--- config.mk ---
export PLATFORM = sky130hd
export DESIGN_NAME = column_scan_glyph_segmenter_unit
export DESIGN_NICKNAME = d
export VERILOG_FILES = /design/src/cssg_pkg.sv /design/src/column_scan_glyph_segmenter_unit.sv /design/src/cssg_in_stage.sv /design/src/cssg_track.sv
export SDC_FILE = /design/constraint.sdc
export NUM_CORES = 1
export LEC_CHECK = 0
export BUFFER_PORTS_ARGS = -buffer_cell sky130_fd_sc_hd__clkbuf_2
export CORE_ASPECT_RATIO = 0.6
export CORE_MARGIN = 3
export CORE_UTILIZATION = 30
export DETAILED_ROUTE_END_ITERATION = 8
export RECOVER_POWER = 25
export SLEW_MARGIN = 20
export SYNTH_ARGS = -nofsm -noshare
export SYNTH_HDL_FRONTEND = slang
export SYNTH_SLANG_ARGS = --single-unit
--- constraint.sdc ---
create_clock -name clock -period 4.6 [get_ports clock]
set_input_delay 0.46 -clock clock [delete_from_list [all_inputs] [get_ports clock]]
set_output_delay 0.46 -clock clock [all_outputs]
set_load 0.02 [all_outputs]
--- src/cssg_pkg.sv ---
// Shared types and constants for the column scan glyph segmenter.
package cssg_pkg;

   localparam int PIX_W        = 8;
   localparam int POS_W        = 10;
   localparam int DEF_MAX_COLS = 1024;
   localparam int DEF_MAX_ROWS = 1024;
   localparam logic [PIX_W-1:0] THRESH_RESET = 8'd128;

   typedef struct packed {
      logic [PIX_W-1:0] pixel;
      logic             column_end;
      logic             frame_start;
   } req_type;

   typedef struct packed {
      logic [POS_W-1:0] left_col;
      logic [POS_W-1:0] right_col;
      logic [POS_W-1:0] top_row;
      logic [POS_W-1:0] bottom_row;
      logic             bottom_found;
   } rsp_type;

   // Input register contents handed to the tracking stage.
   typedef struct packed {
      logic    valid;
      req_type item;
   } stage_type;

endpackage

--- src/column_scan_glyph_segmenter_unit.sv ---
// Top level of the column scan glyph segmenter.
//
//   channel | ports                         | direction | carries
//   req     | req_valid req_stall req_data   | in        | pixel, column_end, frame_start
//   rsp     | rsp_valid rsp_stall rsp_data   | out       | one box per closed shape
//   csr     | csr_valid csr_ready csr_data   | in        | dark_threshold
//
// One pixel a cycle sustained while the result is not stalled. A pixel is held in
// the input register and its box, if any, is then written to the result register.
// Reset clears the tracking flags and counters, the valid flags of both registers
// and sets the threshold to 128. A stalled result holds the tracking stage; the input
// register then fills and req_stall rises. csr_ready is always high.
module column_scan_glyph_segmenter_unit #(
   parameter int MAX_COLS = cssg_pkg::DEF_MAX_COLS,
   parameter int MAX_ROWS = cssg_pkg::DEF_MAX_ROWS
) (
   input  logic                        clock,
   input  logic                        reset,
   input  logic                        req_valid,
   output logic                        req_stall,
   input  cssg_pkg::req_type           req_data,
   output logic                        rsp_valid,
   input  logic                        rsp_stall,
   output cssg_pkg::rsp_type           rsp_data,
   input  logic                        csr_valid,
   output logic                        csr_ready,
   input  logic [cssg_pkg::PIX_W-1:0]  csr_data
);

   logic [cssg_pkg::PIX_W-1:0] thresh_ff, thresh_in;
   cssg_pkg::stage_type        stage;
   logic                       proc_ready;

   assign csr_ready = 1'b1;
   assign thresh_in = (csr_valid && csr_ready) ? csr_data : thresh_ff;

   always_ff @(posedge clock) begin
      if (reset) begin
         thresh_ff <= cssg_pkg::THRESH_RESET;
      end else begin
         thresh_ff <= thresh_in;
      end
   end

   cssg_in_stage u_in_stage (
      .clock      (clock),
      .reset      (reset),
      .req_valid  (req_valid),
      .req_stall  (req_stall),
      .req_data   (req_data),
      .proc_ready (proc_ready),
      .stage      (stage)
   );

   cssg_track #(
      .MAX_COLS (MAX_COLS),
      .MAX_ROWS (MAX_ROWS)
   ) u_track (
      .clock      (clock),
      .reset      (reset),
      .stage      (stage),
      .threshold  (thresh_ff),
      .proc_ready (proc_ready),
      .rsp_valid  (rsp_valid),
      .rsp_stall  (rsp_stall),
      .rsp_data   (rsp_data)
   );

endmodule

--- src/cssg_in_stage.sv ---
// Input register: holds one pixel transfer until the tracking stage takes it.
module cssg_in_stage (
   input  logic                clock,
   input  logic                reset,
   input  logic                req_valid,
   output logic                req_stall,
   input  cssg_pkg::req_type   req_data,
   input  logic                proc_ready,
   output cssg_pkg::stage_type stage
);

   logic              valid_ff, valid_in;
   cssg_pkg::req_type item_ff, item_in;
   logic              advance;
   logic              accept;

   assign advance   = valid_ff && proc_ready;
   assign req_stall = valid_ff && !proc_ready;
   assign accept    = req_valid && !req_stall;

   always_comb begin
      valid_in = valid_ff;
      item_in  = item_ff;
      if (accept) begin
         valid_in = 1'b1;
         item_in  = req_data;
      end else if (advance) begin
         valid_in = 1'b0;
      end
   end

   always_ff @(posedge clock) begin
      if (reset) begin
         valid_ff <= 1'b0;
      end else begin
         valid_ff <= valid_in;
      end
      item_ff <= item_in;
   end

   assign stage.valid = valid_ff;
   assign stage.item  = item_ff;

endmodule

--- src/cssg_track.sv ---
// Shape tracking state, box emission and the result register.
module cssg_track #(
   parameter int MAX_COLS = cssg_pkg::DEF_MAX_COLS,
   parameter int MAX_ROWS = cssg_pkg::DEF_MAX_ROWS
) (
   input  logic                          clock,
   input  logic                          reset,
   input  cssg_pkg::stage_type           stage,
   input  logic [cssg_pkg::PIX_W-1:0]    threshold,
   output logic                          proc_ready,
   output logic                          rsp_valid,
   input  logic                          rsp_stall,
   output cssg_pkg::rsp_type             rsp_data
);

   localparam int CW  = $clog2(MAX_COLS);
   localparam int RW  = $clog2(MAX_ROWS);
   localparam int CEW = (CW > cssg_pkg::POS_W) ? CW : cssg_pkg::POS_W;
   localparam int REW = (RW > cssg_pkg::POS_W) ? RW : cssg_pkg::POS_W;
   localparam logic [CW-1:0] COL_LAST = CW'(MAX_COLS - 1);
   localparam logic [RW-1:0] ROW_LAST = RW'(MAX_ROWS - 1);

   logic [RW-1:0] row_ff, row_in;
   logic [CW-1:0] col_ff, col_in;
   logic          ink_ff, ink_in;
   logic          prev_ff, prev_in;
   logic          left_v_ff, left_v_in;
   logic          top_v_ff, top_v_in;
   logic          bot_v_ff, bot_v_in;
   logic [CW-1:0] left_ff, left_in;
   logic [RW-1:0] top_ff, top_in;
   logic [RW-1:0] bot_ff, bot_in;
   logic          rsp_valid_ff, rsp_valid_in;
   cssg_pkg::rsp_type rsp_ff, rsp_in;

   logic          go;
   logic          dark;
   logic          emit;
   logic [RW-1:0] row_cur;
   logic [CW-1:0] col_cur;
   logic          ink_cur, prev_cur, left_v_cur, top_v_cur, bot_v_cur;
   logic [CEW-1:0] left_ext, right_ext;
   logic [REW-1:0] top_ext, bot_ext;

   assign proc_ready = !(rsp_valid_ff && rsp_stall);
   assign go         = stage.valid && proc_ready;
   assign dark       = stage.item.pixel < threshold;

   always_comb begin
      // frame start clears tracking before the pixel is looked at
      row_cur    = stage.item.frame_start ? '0   : row_ff;
      col_cur    = stage.item.frame_start ? '0   : col_ff;
      ink_cur    = stage.item.frame_start ? 1'b0 : ink_ff;
      prev_cur   = stage.item.frame_start ? 1'b0 : prev_ff;
      left_v_cur = stage.item.frame_start ? 1'b0 : left_v_ff;
      top_v_cur  = stage.item.frame_start ? 1'b0 : top_v_ff;
      bot_v_cur  = stage.item.frame_start ? 1'b0 : bot_v_ff;

      row_in    = row_cur;
      col_in    = col_cur;
      ink_in    = ink_cur;
      left_v_in = left_v_cur;
      top_v_in  = top_v_cur;
      bot_v_in  = bot_v_cur;
      left_in   = left_ff;
      top_in    = top_ff;
      bot_in    = bot_ff;
      emit      = 1'b0;

      if (dark) begin
         if (!top_v_cur || row_cur < top_ff) begin
            top_in   = row_cur;
            top_v_in = 1'b1;
         end
         ink_in = 1'b1;
      end else if (row_cur != '0 && prev_cur && (!bot_v_cur || row_cur > bot_ff)) begin
         bot_in   = row_cur;
         bot_v_in = 1'b1;
      end
      prev_in = dark;

      if (stage.item.column_end) begin
         if (ink_in) begin
            if (!left_v_cur) begin
               left_in   = col_cur;
               left_v_in = 1'b1;
            end
         end else if (left_v_cur) begin
            emit      = 1'b1;
            left_v_in = 1'b0;
            top_v_in  = 1'b0;
            bot_v_in  = 1'b0;
         end
         if (col_cur < COL_LAST) begin
            col_in = col_cur + 1'b1;
         end
         row_in  = '0;
         ink_in  = 1'b0;
         prev_in = 1'b0;
      end else if (row_cur < ROW_LAST) begin
         row_in = row_cur + 1'b1;
      end
   end

   // box fields, low bits of the positions
   assign left_ext  = CEW'(left_ff);
   assign right_ext = CEW'(col_cur);
   assign top_ext   = REW'(top_ff);
   assign bot_ext   = REW'(bot_ff);

   always_comb begin
      rsp_in              = rsp_ff;
      rsp_valid_in        = rsp_valid_ff;
      if (go) begin
         rsp_valid_in = emit;
         if (emit) begin
            rsp_in.left_col     = left_ext[cssg_pkg::POS_W-1:0];
            rsp_in.right_col    = right_ext[cssg_pkg::POS_W-1:0];
            rsp_in.top_row      = top_v_cur ? top_ext[cssg_pkg::POS_W-1:0] : '0;
            rsp_in.bottom_row   = bot_v_cur ? bot_ext[cssg_pkg::POS_W-1:0] : '0;
            rsp_in.bottom_found = bot_v_cur;
         end
      end else if (!rsp_stall) begin
         rsp_valid_in = 1'b0;
      end
   end

   always_ff @(posedge clock) begin
      if (reset) begin
         row_ff       <= '0;
         col_ff       <= '0;
         ink_ff       <= 1'b0;
         prev_ff      <= 1'b0;
         left_v_ff    <= 1'b0;
         top_v_ff     <= 1'b0;
         bot_v_ff     <= 1'b0;
         rsp_valid_ff <= 1'b0;
      end else begin
         if (go) begin
            row_ff    <= row_in;
            col_ff    <= col_in;
            ink_ff    <= ink_in;
            prev_ff   <= prev_in;
            left_v_ff <= left_v_in;
            top_v_ff  <= top_v_in;
            bot_v_ff  <= bot_v_in;
         end
         rsp_valid_ff <= rsp_valid_in;
      end
      if (go) begin
         left_ff <= left_in;
         top_ff  <= top_in;
         bot_ff  <= bot_in;
      end
      rsp_ff <= rsp_in;
   end

   assign rsp_valid = rsp_valid_ff;
   assign rsp_data  = rsp_ff;

endmodule
==> results.toml <==
[detailed_routing]
drt_wl_total_um = 11200
ant_nets = 0
drt_iter0_drc = 235
firstDrtPassIters = 4
vias = 3550
wl_per_cell_um = 14.9
via_per_inst = 4.73
drc = 0

[critical_path]
worst_setup_path_end_kind = "flip-flop"
critPathBufInv = 1
r2r-start = "u_in_stage.stage[0]"
reg2reg_depth = 8
r2r_end = "u_track.col_ff[4]"
arrival_ps = 3320
critPathMaxFanout = 25
cpPeakStageDelay_ps = 820
r2r_slack_ps = 1520
cp_slowest_cell = "clkbuf_1"
required_ps = 4840
worst-setup-path-type = "flip-flop to flip-flop"
cp-start-kind = "flip-flop"
crit_family = "simple AND/OR/NAND/NOR gates"
cp_cell_sequence = "clkbuf_1, nor2b_1, ha_1, nand2_1, nor4_4, nor4b_1, xor2_1, nor2_1"

[floorplan]
num_rows = 36
ios = 67
dieArea_um2 = 18900
start_util_pct = 31.3
chipHeight_um = 108
core_um2 = 16500
die_w_um = 175

[synthesis]
ys_warn_count = 0
yosysUniqueCellTypes = 60
synth-edff-count = 81
netlist_area_um2 = 5170
syn_avg_cell_area_um2 = 11.9
ys_ff_latch = 116
synth_ff_type = "edfxtp_1"
syn_nets = 483
synthesis.instances = 435
async_reset_ff_share_pct = 0
yosysSeqAreaShare_pct = 60.6

[pwr]
power_frac_seq_pct = 45.2
p_sw_mw = 0.602
p_clk_share_pct = 50.7
swShare_pct = 23.8
combPwrFrac_pct = 4.1
ir_drop_uv = 201
internal_power_mw = 1.93
power.density_nw_per_um2 = 400
power_leakage_nw = 2.49

[cells_and_area]
drive_above_1_share_pct = 20.5
nets = 557
fillCellCount = 1593
multi_input_area_um2 = 1840
syn_to_final_growth_pct = 22.5
register_area_um2 = 3130
fin_area_um2 = 6330
antenna_cells = 0
post-route-util_pct = 38.3
fin_cells = 750

[timing]
fin_crit_sh_pct = 67.0
fin_worst_skew_ps = 9.90
tightest_slew_ps = 1480
finalSetupViolCount = 0
clock.fmax_mhz = 325
min_period_ps = 3080
whs_ps = 228
maxSlewViolCount = 0
final.setup.tns_ps = 0
slew_headroom_pct = 1.17
hold_viol_final = 0
rsz0062_at_grt = "no"

[hold_path]
hold_path_depth = 1
min_from = "req_data[2]"
worstHoldEndpoint = "u_in_stage.stage[2]"
hp-class = "input pin to flip-flop"

[clocking]
cts_sinks = 116
cts_tree = "yes"
hold_buffers = 0
cts_root_buf = "clkbuf_16"
clkLatencyLatePin_ps = 410
post-cts-setup-buffer-count = 0
cts_buffer_depth = 2
path_clk_slew_ps = 60
cts_resized = 0
cts_buffers = 17
h-tree-depth = 4

[placement]
hpwl_um = 8040
placed_area_um2 = 5760
gp_routability_congestion = 0.884
dpl.cell_count = 718
io_buffers = 65

[run_status]
status = "complete, no violations"

[global_routing]
grt_usage_pct = 12.4
grt_max_degree = 36
antenna_found_initial = 1
grt_pass1_vias = 3471
gr-total-overflow = 0
grt_pass1_wl_um = 18200

[job]
cap_violations = 0
## flip-flops by register name, indices dropped and copies added, names as in the netlist
name                 count
u_track.rsp_data        41
u_in_stage.stage        10
u_track.bot_ext         10
u_track.col_ff          10
u_track.left_ext        10
u_track.row_ff          10
u_track.top_ext         10
thresh_ff                8
u_in_stage.valid_ff      1
u_track.bot_v_ff         1
u_track.ink_ff           1
u_track.left_v_ff        1
u_track.prev_ff          1
u_track.rsp_valid        1
u_track.top_v_ff         1
## layout by cell type, fill, tap and decap left out, types with 5 or more instances in the layout
master	count
a21oi_1	15
a31oi_1	7
and2_1	23
clkbuf_1	7
clkbuf_16	17
clkbuf_2	59
dfxtp_1	35
edfxtp_1	81
ha_1	25
inv_1	33
inv_6	6
mux2i_1	8
nand2_1	28
nand2b_1	7
nand3_1	5
nand4_1	9
nor2_1	31
nor2b_1	22
nor3_1	7
o21ai_0	15
xor2_1	6
## power groups by stage
| stage | Clock, mW | Sequential, mW | Combinational, mW |
|---|---|---|---|
| 2_1_floorplan | 0 | 1.16 | 0.0753 |
| 3_3_place_gp | 0 | 1.17 | 0.103 |
| 3_5_place_dp | 0 | 1.17 | 0.105 |
| 4_1_cts | 1.31 | 1.14 | 0.106 |
| 5_1_grt | 1.37 | 1.15 | 0.119 |
| 6_report | 1.28 | 1.15 | 0.104 |
## cells in the mapped netlist, types with 5 or more instances
master    instances  share of area (%)
a21oi_1          16                1.6
a31oi_1           7               0.85
and2_1           23                2.8
clkbuf_1          9               0.65
dfxtp_1          35                 14
edfxtp_1         81                 47
ha_1             25                6.1
inv_1            33                2.4
mux2i_1           8                1.6
nand2_1          28                2.0
nand2b_1          7               0.85
nand3_1           5               0.48
nand4_1           9                1.1
nor2_1           31                2.3
nor2b_1          22                2.7
nor3_1            8               0.78
o21ai_0          15                1.5
xor2_1            6                1.0
## cell type report
class / instances / area share [%]
inverters: 33 / 1.96
flip-flops and latches: 116 / 49.5
multi-input cells: 270 / 29.1
well taps: 228 / 4.51
clock buffers: 17 / 6.72
repair buffers: 71 / 5.87
clock inverters: 15 / 2.33
## cell families after synthesis
| family | count (synthesis) | synth area share, % |
|---|---|---|
| AOI/OAI and AO/OA | 70 | 9.28 |
| xor gates and xnor gates | 7 | 1.19 |
| adders and majority gates | 25 | 6.05 |
| buffers and inverters | 49 | 3.85 |
| DFF | 116 | 60.6 |
| muxes | 8 | 1.55 |
| other | 1 | 0.0726 |
| and+or+nand+nor | 159 | 17.4 |
## worst reg2reg max path, stage by stage (launching register included)
cell,delay (ps)
edfxtp_1,640
clkbuf_1,820
nor2b_1,270
ha_1,300
nand2_1,180
nor4_4,110
nor4b_1,350
xor2_1,210
nor2_1,50
## routing by layer
metal,global-route usage (%),routed length (µm),vias up
met2,16.4,4370,129
met5,0,13,-
met1,18.7,5970,1680
li1,-,-,1727
met4,3.50,85,2
met3,4.55,772,12
## worst max-delay path by stage
stage	slack, ps	cells after the start	endpoint	startpoint
after global routing	1260	8	u_track.col_ff[4]	u_in_stage.stage[0]
after global placement	1660	8	u_track.bot_ext[9]	u_in_stage.stage[0]
after CTS	1460	7	u_track.bot_ext[9]	u_in_stage.stage[0]
after detailed placement	1510	7	u_track.bot_ext[9]	u_in_stage.stage[0]
final	1520	8	u_track.col_ff[4]	u_in_stage.stage[0]
after floorplan	110	5	u_track.rsp_data[0]	u_in_stage.stage[9]
## through the flow
step                      worst slack, ps  power [mW]
after floorplan                       112        1.24
after global placement               1660        1.27
after detailed placement             1510        1.27
after CTS                            1460        2.57
after global routing                 1260        2.63
final                                1520        2.53
No activity file was read; power rests on OpenSTA's default activity.
